$ cat config.mk
export PLATFORM = sky130hd
export DESIGN_NAME = container_block_boundary_parser
export DESIGN_NICKNAME = d
export VERILOG_FILES = /design/src/rtl/cbbp_pkg.sv /design/src/rtl/cbbp_rsp_queue.sv /design/src/rtl/container_block_boundary_parser.sv
export SDC_FILE = /design/constraint.sdc
export NUM_CORES = 2
export LEC_CHECK = 0
export BUFFER_PORTS_ARGS = -buffer_cell sky130_fd_sc_hd__buf_2
export CORE_UTILIZATION = 60
export CTS_BUF_LIST = sky130_fd_sc_hd__clkbuf_8 sky130_fd_sc_hd__clkbuf_16
export DETAILED_ROUTE_END_ITERATION = 6
export GPL_ROUTABILITY_DRIVEN = 0
export PLACE_DENSITY_LB_ADDON = 0.08
export SLEW_MARGIN = 20
export SYNTH_ARGS = -nofsm -noshare
export SYNTH_HDL_FRONTEND = slang
export SYNTH_SLANG_ARGS = --single-unit
$ cat constraint.sdc
create_clock -name clock -period 3.95 [get_ports clock]
set_clock_uncertainty 0.1 [all_clocks]
set_input_delay 0.1975 -clock clock [delete_from_list [all_inputs] [get_ports clock]]
set_output_delay 0.1975 -clock clock [all_outputs]
set_load 0.01 [all_outputs]
$ cat src/rtl/cbbp_pkg.sv
// Shared types and constants for the container block boundary parser.
// No dependencies; used by cbbp_rsp_queue and container_block_boundary_parser.
package cbbp_pkg;

   // record kinds
   localparam logic [1:0] KIND_BLOCK = 2'd0;
   localparam logic [1:0] KIND_ERROR = 2'd1;
   localparam logic [1:0] KIND_END   = 2'd2;

   // register indexes
   localparam logic CSR_STORED_TYPE = 1'b0;
   localparam logic CSR_CODED_TYPE  = 1'b1;

   // result queue geometry
   localparam int RSP_QUEUE_DEPTH = 4;
   localparam int RSP_PTR_W       = $clog2(RSP_QUEUE_DEPTH);
   localparam int RSP_CNT_W       = $clog2(RSP_QUEUE_DEPTH + 1);

   typedef struct packed {
      logic [7:0] data_byte;
      logic       end_of_data;
   } req_type;

   typedef struct packed {
      logic [1:0]  record_kind;
      logic [31:0] block_offset;
      logic [31:0] block_length;
      logic [31:0] raw_length;
      logic [31:0] blocks_found;
      logic        truncated;
      logic        run_end;
   } rsp_type;

   // up to two results written into the queue in one cycle
   typedef struct packed {
      logic [1:0] count;
      rsp_type    item0;
      rsp_type    item1;
   } rsp_push_type;

endpackage

$ cat src/rtl/cbbp_rsp_queue.sv
// Four-entry queue: up to two results in a cycle, one out unless rsp_stall.
// Depends on cbbp_pkg.
module cbbp_rsp_queue (
   input  logic                   clock,
   input  logic                   reset,
   input  cbbp_pkg::rsp_push_type push,
   output logic                   room_for_two,
   output logic                   rsp_valid,
   input  logic                   rsp_stall,
   output cbbp_pkg::rsp_type      rsp_data
);

   cbbp_pkg::rsp_type                  entry_ff [cbbp_pkg::RSP_QUEUE_DEPTH];
   logic [cbbp_pkg::RSP_PTR_W-1:0]     head_ff, head_in;
   logic [cbbp_pkg::RSP_PTR_W-1:0]     tail_ff, tail_in;
   logic [cbbp_pkg::RSP_CNT_W-1:0]     count_ff, count_in;
   logic [cbbp_pkg::RSP_PTR_W-1:0]     tail_next;
   logic                               pop;

   assign rsp_valid    = (count_ff != '0);
   assign rsp_data     = entry_ff[head_ff];
   assign room_for_two = (count_ff <= cbbp_pkg::RSP_CNT_W'(cbbp_pkg::RSP_QUEUE_DEPTH - 2));
   assign pop          = rsp_valid && !rsp_stall;
   assign tail_next    = tail_ff + cbbp_pkg::RSP_PTR_W'(1);

   always_comb begin
      head_in  = pop ? head_ff + cbbp_pkg::RSP_PTR_W'(1) : head_ff;
      tail_in  = tail_ff + cbbp_pkg::RSP_PTR_W'(push.count);
      count_in = count_ff + cbbp_pkg::RSP_CNT_W'(push.count)
                 - cbbp_pkg::RSP_CNT_W'(pop);
   end

   always_ff @(posedge clock) begin
      if (reset) begin
         head_ff  <= '0;
         tail_ff  <= '0;
         count_ff <= '0;
      end else begin
         head_ff  <= head_in;
         tail_ff  <= tail_in;
         count_ff <= count_in;
      end
   end

   always_ff @(posedge clock) begin
      if (push.count != 2'd0) begin
         entry_ff[tail_ff] <= push.item0;
      end
      if (push.count == 2'd2) begin
         entry_ff[tail_next] <= push.item1;
      end
   end

`ifndef SYNTHESIS
   a_no_overflow: assert property (@(posedge clock) disable iff (reset)
      (32'(count_ff) + 32'(push.count)) <= cbbp_pkg::RSP_QUEUE_DEPTH)
      else $error("result queue overflow");
   a_count_bound: assert property (@(posedge clock) disable iff (reset)
      32'(count_ff) <= cbbp_pkg::RSP_QUEUE_DEPTH)
      else $error("result queue count out of range");
`endif

endmodule

$ cat src/rtl/container_block_boundary_parser.sv
// Container block boundary parser: top level, parse state and its update.
// Depends on cbbp_pkg and cbbp_rsp_queue.
//
// Usage: the file is fed one byte per request on req_* (data byte plus an
// end-of-data mark on the final byte). Each accepted request updates the
// parse state in the same cycle and produces zero, one or two results,
// which enter a four-entry queue and leave on rsp_* one per cycle while
// rsp_stall is low. Throughput: one request per cycle; req_stall rises
// only when the result queue has fewer than two free entries, so a
// receiver that keeps rsp_stall low never slows the input. rsp_data.run_end
// marks the last result of a request. After the last block, an unknown
// block type or end of data the parser ignores further requests (still
// accepted) until reset. Reset (synchronous) empties the queue, clears the
// parse state and sets the type codes to stored 0 and coded 1. csr_* writes
// change them; the user writes them only while idle (block does not check).
module container_block_boundary_parser #(
   parameter int FILE_HEADER_BYTES = 12
) (
   input  logic              clock,
   input  logic              reset,
   input  logic              req_valid,
   output logic              req_stall,
   input  cbbp_pkg::req_type req_data,
   output logic              rsp_valid,
   input  logic              rsp_stall,
   output cbbp_pkg::rsp_type rsp_data,
   input  logic              csr_write_en,
   input  logic              csr_index,
   input  logic [1:0]        csr_write_data
);

   localparam logic [2:0] PH_HDR   = 3'd0;
   localparam logic [2:0] PH_FLAGS = 3'd1;
   localparam logic [2:0] PH_RAW   = 3'd2;
   localparam logic [2:0] PH_COMP  = 3'd3;
   localparam logic [2:0] PH_PAY   = 3'd4;
   localparam logic [2:0] PH_RESET = (FILE_HEADER_BYTES > 0) ? PH_HDR : PH_FLAGS;

   logic [1:0]  stored_code_ff;
   logic [1:0]  coded_code_ff;
   logic [31:0] pos_ff, pos_in;
   logic [2:0]  phase_ff, phase_in;
   logic [31:0] shift_ff, shift_in;
   logic [1:0]  fcount_ff, fcount_in;
   logic [7:0]  flags_ff, flags_in;
   logic [31:0] start_ff, start_in;
   logic [31:0] raw_ff, raw_in;
   logic [31:0] remain_ff, remain_in;
   logic [31:0] total_ff, total_in;
   logic        halted_ff, halted_in;

   logic                   req_acc;
   logic                   room_for_two;
   cbbp_pkg::rsp_push_type push;

   assign req_stall = !room_for_two;
   assign req_acc   = req_valid && !req_stall;

   always_ff @(posedge clock) begin
      if (reset) begin
         stored_code_ff <= 2'd0;
         coded_code_ff  <= 2'd1;
      end else if (csr_write_en) begin
         case (csr_index)
            cbbp_pkg::CSR_STORED_TYPE: stored_code_ff <= csr_write_data;
            cbbp_pkg::CSR_CODED_TYPE:  coded_code_ff  <= csr_write_data;
            default: ;
         endcase
      end
   end

   always_comb begin
      logic [7:0]  b;
      logic [1:0]  t;
      logic [31:0] value;
      logic [31:0] len;
      logic [31:0] rem_dec;
      logic        finish;
      logic        fin_raw;
      cbbp_pkg::rsp_type r0;
      cbbp_pkg::rsp_type r1;
      logic [1:0]  n;

      b        = req_data.data_byte;
      t        = 2'd0;
      value    = {b, shift_ff[23:0]};
      len      = 32'd0;
      rem_dec  = remain_ff - 32'd1;
      finish   = 1'b0;
      fin_raw  = 1'b0;
      r0       = '0;
      r1       = '0;
      n        = 2'd0;

      pos_in    = pos_ff;
      phase_in  = phase_ff;
      shift_in  = shift_ff;
      fcount_in = fcount_ff;
      flags_in  = flags_ff;
      start_in  = start_ff;
      raw_in    = raw_ff;
      remain_in = remain_ff;
      total_in  = total_ff;
      halted_in = halted_ff;

      if (req_acc && !halted_ff) begin
         pos_in = pos_ff + 32'd1;
         case (phase_ff)
            PH_HDR: begin
               if (pos_in >= 32'(FILE_HEADER_BYTES)) begin
                  phase_in = PH_FLAGS;
               end
            end
            PH_FLAGS: begin
               t        = b[2:1];
               flags_in = b;
               start_in = pos_ff;
               if (t == stored_code_ff || t == coded_code_ff) begin
                  phase_in  = PH_RAW;
                  shift_in  = 32'd0;
                  fcount_in = 2'd0;
               end else begin
                  r0.record_kind  = cbbp_pkg::KIND_ERROR;
                  r0.block_offset = pos_ff;
                  r0.blocks_found = total_ff;
                  n               = 2'd1;
                  halted_in       = 1'b1;
               end
            end
            PH_RAW, PH_COMP: begin
               if (fcount_ff == 2'd3) begin
                  fcount_in = 2'd0;
                  shift_in  = 32'd0;
                  if (phase_ff == PH_RAW) begin
                     raw_in = value;
                     if (flags_ff[2:1] == stored_code_ff) begin
                        finish  = 1'b1;
                        fin_raw = 1'b1;
                        len     = 32'd5 + value;
                     end else begin
                        phase_in = PH_COMP;
                     end
                  end else begin
                     finish = 1'b1;
                     len    = 32'd9 + value;
                  end
               end else begin
                  shift_in  = shift_ff | ({24'd0, b} << {fcount_ff, 3'b000});
                  fcount_in = fcount_ff + 2'd1;
               end
            end
            PH_PAY: begin
               remain_in = rem_dec;
               if (rem_dec == 32'd0) begin
                  phase_in = PH_FLAGS;
               end
            end
            default: begin
               phase_in = PH_FLAGS;
            end
         endcase

         // block header complete: record, then payload skip if the payload is nonempty
         if (finish) begin
            total_in        = total_ff + 32'd1;
            r0.record_kind  = cbbp_pkg::KIND_BLOCK;
            r0.block_offset = start_ff;
            r0.block_length = len;
            r0.raw_length   = fin_raw ? value : raw_ff;
            r0.blocks_found = total_in;
            n               = 2'd1;
            remain_in       = value;
            phase_in        = (value != 32'd0) ? PH_PAY : PH_FLAGS;
            if (flags_ff[0]) begin
               r1.record_kind  = cbbp_pkg::KIND_END;
               r1.blocks_found = total_in;
               n               = 2'd2;
               halted_in       = 1'b1;
            end
         end

         if (!halted_in && req_data.end_of_data) begin
            if (n == 2'd0) begin
               r0.record_kind  = cbbp_pkg::KIND_END;
               r0.blocks_found = total_in;
               r0.truncated    = (phase_in == PH_RAW || phase_in == PH_COMP);
               n               = 2'd1;
            end else begin
               r1.record_kind  = cbbp_pkg::KIND_END;
               r1.blocks_found = total_in;
               r1.truncated    = (phase_in == PH_RAW || phase_in == PH_COMP);
               n               = 2'd2;
            end
            halted_in = 1'b1;
         end

         // mark the last result of this request
         if (n == 2'd1) begin
            r0.run_end = 1'b1;
         end else if (n == 2'd2) begin
            r1.run_end = 1'b1;
         end
      end

      push.count = n;
      push.item0 = r0;
      push.item1 = r1;
   end

   always_ff @(posedge clock) begin
      if (reset) begin
         pos_ff    <= 32'd0;
         phase_ff  <= PH_RESET;
         shift_ff  <= 32'd0;
         fcount_ff <= 2'd0;
         flags_ff  <= 8'd0;
         start_ff  <= 32'd0;
         raw_ff    <= 32'd0;
         remain_ff <= 32'd0;
         total_ff  <= 32'd0;
         halted_ff <= 1'b0;
      end else begin
         pos_ff    <= pos_in;
         phase_ff  <= phase_in;
         shift_ff  <= shift_in;
         fcount_ff <= fcount_in;
         flags_ff  <= flags_in;
         start_ff  <= start_in;
         raw_ff    <= raw_in;
         remain_ff <= remain_in;
         total_ff  <= total_in;
         halted_ff <= halted_in;
      end
   end

   cbbp_rsp_queue u_rsp_queue (
      .clock        (clock),
      .reset        (reset),
      .push         (push),
      .room_for_two (room_for_two),
      .rsp_valid    (rsp_valid),
      .rsp_stall    (rsp_stall),
      .rsp_data     (rsp_data)
   );

`ifndef SYNTHESIS
   a_halt_sticks: assert property (@(posedge clock) disable iff (reset)
      halted_ff |=> halted_ff)
      else $error("parser left halted state without reset");
   a_payload_nonzero: assert property (@(posedge clock) disable iff (reset)
      (phase_ff == PH_PAY) |-> (remain_ff != 32'd0))
      else $error("payload phase with nothing left to skip");
   a_fcount_phase: assert property (@(posedge clock) disable iff (reset)
      (fcount_ff != 2'd0) |-> (phase_ff == PH_RAW || phase_ff == PH_COMP))
      else $error("size byte count outside size phases");
   a_halted_silent: assert property (@(posedge clock) disable iff (reset)
      halted_ff |-> (push.count == 2'd0))
      else $error("results produced while halted");
`endif

endmodule
==> PnR_summary.wiki <==
{| class="wikitable"
! Metric !! Value
|-
| Largest net degree at the start of global routing || approximately 120
|-
| Layout filler cell count || 4200
|-
| Area of the multi-input gates || 16300 um^2
|-
| Initial antenna violation count || 2
|-
| Number of detailed-route iterations in the first pass || 6
|-
| Wire length of the first global-routing pass || 157000 um
|-
| Cell types occupying the most area after synthesis || sky130_fd_sc_hd__dfxtp_1 35%, sky130_fd_sc_hd__edfxtp_1 12%, sky130_fd_sc_hd__a22o_1 9.0%
|-
| Synthesized netlist net count || around 3500
|-
| Number of H-tree levels || 3
|-
| Leading post-synthesis cells by instance count || 594 x sky130_fd_sc_hd__dfxtp_1, 419 x sky130_fd_sc_hd__nand2_1, 347 x sky130_fd_sc_hd__a22o_1, 316 x sky130_fd_sc_hd__a21oi_1, 262 x sky130_fd_sc_hd__clkbuf_1
|-
| Setup violation total in the final timing report || 0
|-
| Storage cell area || around 16000 um^2
|-
| Total Negative Setup Slacks || 0 ns
|-
| Average size of a mapped cell || between 9 and 10 um^2
|-
| Portion of total power attributed to sequential cells || between 40 and 50%
|-
| CTS root buffer || sky130_fd_sc_hd__clkbuf_16
|-
| Cell family with most CP delay || compound AO/OA/AOI/OAI gates
|-
| Fraction of the core area covered by cells at the end of the flow || between 60% and 70%
|-
| Core Rows || between 80 and 90
|-
| Clk pwr share || between 40% and 50%
|-
| Predominant post-synthesis flop cell || sky130_fd_sc_hd__dfxtp_1
|-
| Overall routing resource usage || 35.1%
|-
| Max Freq || 0.270 GHz
|-
| Result of the run || complete, no violations
|-
| Number of global-route vias before repair || between 20000 and 30000
|-
| Distinct cell type count of the synthesized netlist || 88
|-
| Post-layout net count || about 3500
|-
| Final Slew Violations || 0
|-
| Number of I/O port buffers || 150
|-
| RSZ-0062 raised after global routing || no
|-
| Nature of the critical path endpoint || register
|-
| Slowest library cell on the worst path || sky130_fd_sc_hd__a311oi_1
|-
| Initial DRC count || about 3200
|-
| Leakage power of the design || around 0.013 uW
|-
| Effective utilization at floorplan || about 60%
|-
| Synth Cell Area || between 30000 and 40000 um^2
|-
| Die Span Y || between 200 and 250 um
|-
| Design Power || approximately 18000 uW
|-
| Count of endpoints failing hold in the final timing report || 0
|-
| Core Footprint || 55400 um^2
|-
| Ordered list of cells on the worst path || xor2_1 -> o21ai_0 -> nand3_4 -> buf_4 -> a311oi_1 -> buf_4 -> a22o_1
|-
| Share of flip-flops with an asynchronous set or reset after synthesis || 0%
|-
| Number of instances in the synthesized netlist || ~3500
|-
| Proportion of layout cells with a drive suffix above 1 || 16.0%
|-
| Sequential share of the synthesized area || 47.6%
|-
| Vias per inst || between 6 and 7
|-
| Routed WL || roughly 100000 um
|-
| Number of enable-type register cells in the synthesized netlist || 140
|-
| Detailed placement HPWL || roughly 64000 um
|-
| Number of synthesis warnings || 0
|-
| Buffers and inverters on the worst path || 2
|-
| Final routed wire length divided by cell count || about 24 um
|-
| # DRC || 0
|-
| Min Clock Period, post-route || between 3 and 4 ns
|-
| IR Drop Worst-Case VDD || 0.402 mV
|-
| Cell repeated most along the worst path || sky130_fd_sc_hd__buf_4
|-
| Share of the clock period used by the worst path after layout || between 90% and 100%
|-
| Die X-Extent || 239 um
|-
| Number of non-filler instances in the completed layout || approximately 4300
|-
| Worst Setup Start Kind || register
|-
| Relative area change from synthesis to final layout || 12.9%
|-
| Top-count cell post-synth || sky130_fd_sc_hd__dfxtp_1
|-
| CTS Sinks || about 730
|-
| Power share of the combinational group || a little under an eighth
|-
| Aggregate global routing overflow || 0
|-
| Yosys top cell by area || sky130_fd_sc_hd__dfxtp_1
|-
| Number of maximum-capacitance violations || 0
|-
| Die footprint || 57300 um^2
|-
| Worst Path Required || about 4.4 ns
|-
| Cells after DPL || just over 4000
|-
| Reg clk slew, reported paths || 0.06 ns
|-
| Critical path's largest stage delay || ~1.0 ns
|-
| Highest fanout seen on the critical path || 57
|-
| Latest clock arrival within the worst-skew pair || approximately 0.65 ns
|-
| Area of all placed cells without fillers || around 38000 um^2
|-
| Switching power as a share of total power || between 20% and 30%
|-
| Instance area at placement || 35300 um^2
|-
| Pwr dens || 460 nW/um^2
|-
| Pin slew with the least headroom to its limit || around 1.3 ns
|-
| Final ANT Viol Nets || 0
|-
| TritonCTS clock tree || built
|-
| Buffers from clock root to sink, at most || 3
|-
| Power Internal || around 13000 uW
|-
| Crit path kind || reg -> reg
|-
| Boundary Pins || roughly 150
|-
| Cells resized by post-CTS repair || 0
|-
| Worst Hold Class || in -> reg
|-
| Switching power summed over all nets || 4490 uW
|-
| Number of buffers added by the clock tree synthesis step || 78
|-
| Portion of synthesized cell area occupied by the leading cell type || 35.1%
|-
| Register bit total from synthesis || 734
|-
| Worst slew margin relative to its limit || roughly 15%
|-
| Critical path data arrival time || roughly 4.2 ns
|-
| Number of vias after detailed routing || 28800
|}
[cells by family after synthesis]
group                      count (synthesis)  synth area share (%)
DFF                                      734                  47.6
and+or+nand+nor                         1052                  14.8
adders and majority gates                 13                 0.503
muxes                                    142                  9.13
xor gates and xnor gates                  82                  2.12
AOI/OAI and AO/OA                       1075                  21.4
buffers and inverters                    381                  4.49
[tightest hold or removal path, stage by stage]
cell and delay [ns]:
sky130_fd_sc_hd__buf_2 0.15, sky130_fd_sc_hd__buf_4 0.23, sky130_fd_sc_hd__nand2_1 0.08, sky130_fd_sc_hd__a21oi_1 0.06
[per-stage QoR]
stage | setup WS, ns | hold WS [ns]
after floorplan | 0.681 | 0.241
after global placement | 0.193 | 0.329
after detailed placement | 0.340 | 0.342
after CTS | 0.339 | 0.00978
after global routing | 0.114 | 0.0372
final | 0.246 | 0.0334
[metal layers]
layer,GRT usage [%],up-vias,wire [um]
met5,0,-,0
met3,5.90,282,9210
met4,16.2,0,4380
met1,46.7,14100,41400
li1,-,12900,-
met2,56.2,1532,46700
[worst paths after layout]
| check | startpoint | to | slack, ns | depth (start not counted) |
|---|---|---|---|---|
| max | stored_code_ff[1] | u_rsp_queue.entry_ff[2][78] | 0.25 | 7 |
| min | req_data[2] | raw_ff[25] | 0.03 | 4 |
| max reg2reg | stored_code_ff[1] | u_rsp_queue.entry_ff[2][78] | 0.25 | 7 |
| min reg2reg | start_ff[28] | start_ff[28] | 0.35 | 2 |
[cells in the final DEF (no fill, tap or decap), types with 9 or more instances in the layout]
cell / netlist / layout
sky130_fd_sc_hd__nand2_1: 419 / 418
sky130_fd_sc_hd__buf_2: 39 / 149
sky130_fd_sc_hd__and3_1: 24 / 24
sky130_fd_sc_hd__nand2b_1: 12 / 12
sky130_fd_sc_hd__o31ai_1: 13 / 13
sky130_fd_sc_hd__buf_12: 0 / 20
sky130_fd_sc_hd__and4_1: 9 / 9
sky130_fd_sc_hd__nor2b_1: 24 / 24
sky130_fd_sc_hd__xnor2_1: 48 / 48
sky130_fd_sc_hd__a2bb2oi_1: 11 / 11
sky130_fd_sc_hd__nor4_1: 37 / 37
sky130_fd_sc_hd__inv_1: 40 / 51
sky130_fd_sc_hd__xor2_1: 34 / 34
sky130_fd_sc_hd__nor3_1: 57 / 53
sky130_fd_sc_hd__clkbuf_16: 0 / 79
sky130_fd_sc_hd__dlygate4sd3_1: 0 / 21
sky130_fd_sc_hd__o22ai_1: 11 / 11
sky130_fd_sc_hd__clkinv_2: 0 / 14
sky130_fd_sc_hd__a21o_1: 11 / 11
sky130_fd_sc_hd__a31oi_1: 23 / 22
sky130_fd_sc_hd__clkbuf_8: 0 / 20
sky130_fd_sc_hd__mux4_2: 133 / 133
sky130_fd_sc_hd__nand3_1: 79 / 78
sky130_fd_sc_hd__a22oi_1: 10 / 10
sky130_fd_sc_hd__ha_1: 12 / 12
sky130_fd_sc_hd__dfxtp_1: 594 / 592
sky130_fd_sc_hd__a21oi_1: 316 / 316
sky130_fd_sc_hd__or3_1: 50 / 50
sky130_fd_sc_hd__buf_4: 7 / 77
sky130_fd_sc_hd__a311oi_1: 21 / 21
sky130_fd_sc_hd__nand4_1: 32 / 32
sky130_fd_sc_hd__edfxtp_1: 140 / 140
sky130_fd_sc_hd__a22o_1: 347 / 347
sky130_fd_sc_hd__o21ai_0: 232 / 232
sky130_fd_sc_hd__nor2_1: 225 / 220
sky130_fd_sc_hd__and2_1: 21 / 19
sky130_fd_sc_hd__a32o_1: 10 / 10
sky130_fd_sc_hd__a211oi_1: 12 / 12
[timing repair]
action                    4_1_cts  5_1_grt
hold buffers                   21        0
hold endpoints to repair       82        0
buffers inserted                0        0
[state kept, by name (all words and copies together) (netlist names), 3 cells and up, named ones only]
signal,flops
u_rsp_queue.entry_ff,528
pos_ff,32
raw_ff,32
remain_ff,32
start_ff,32
total_ff,32
shift_ff,24
flags_ff,3
phase_ff,3
u_rsp_queue.count_ff,3
[power groups by stage]
stage               sequential, uW  clock [uW]  combinational, uW
floorplan                     7900           0               1390
global placement              8040           0               1980
detailed placement            8050           0               2010
CTS                           7880        7710               2030
global route                  7890        8030               2140
finish                        7880        7670               2030
[layout make-up]
class                           count  area share, %
Clock buffer                       99           5.90
Tap cell                          748           2.45
Antenna cell                        2         0.0131
Timing Repair Buffer              268           5.09
Sequential cell                   734           42.2
Multi-Input combinational cell   2364           42.8
Clock inverter                     46           1.23
Inverter                           41          0.403
Power figures use the tool's default switching activity.
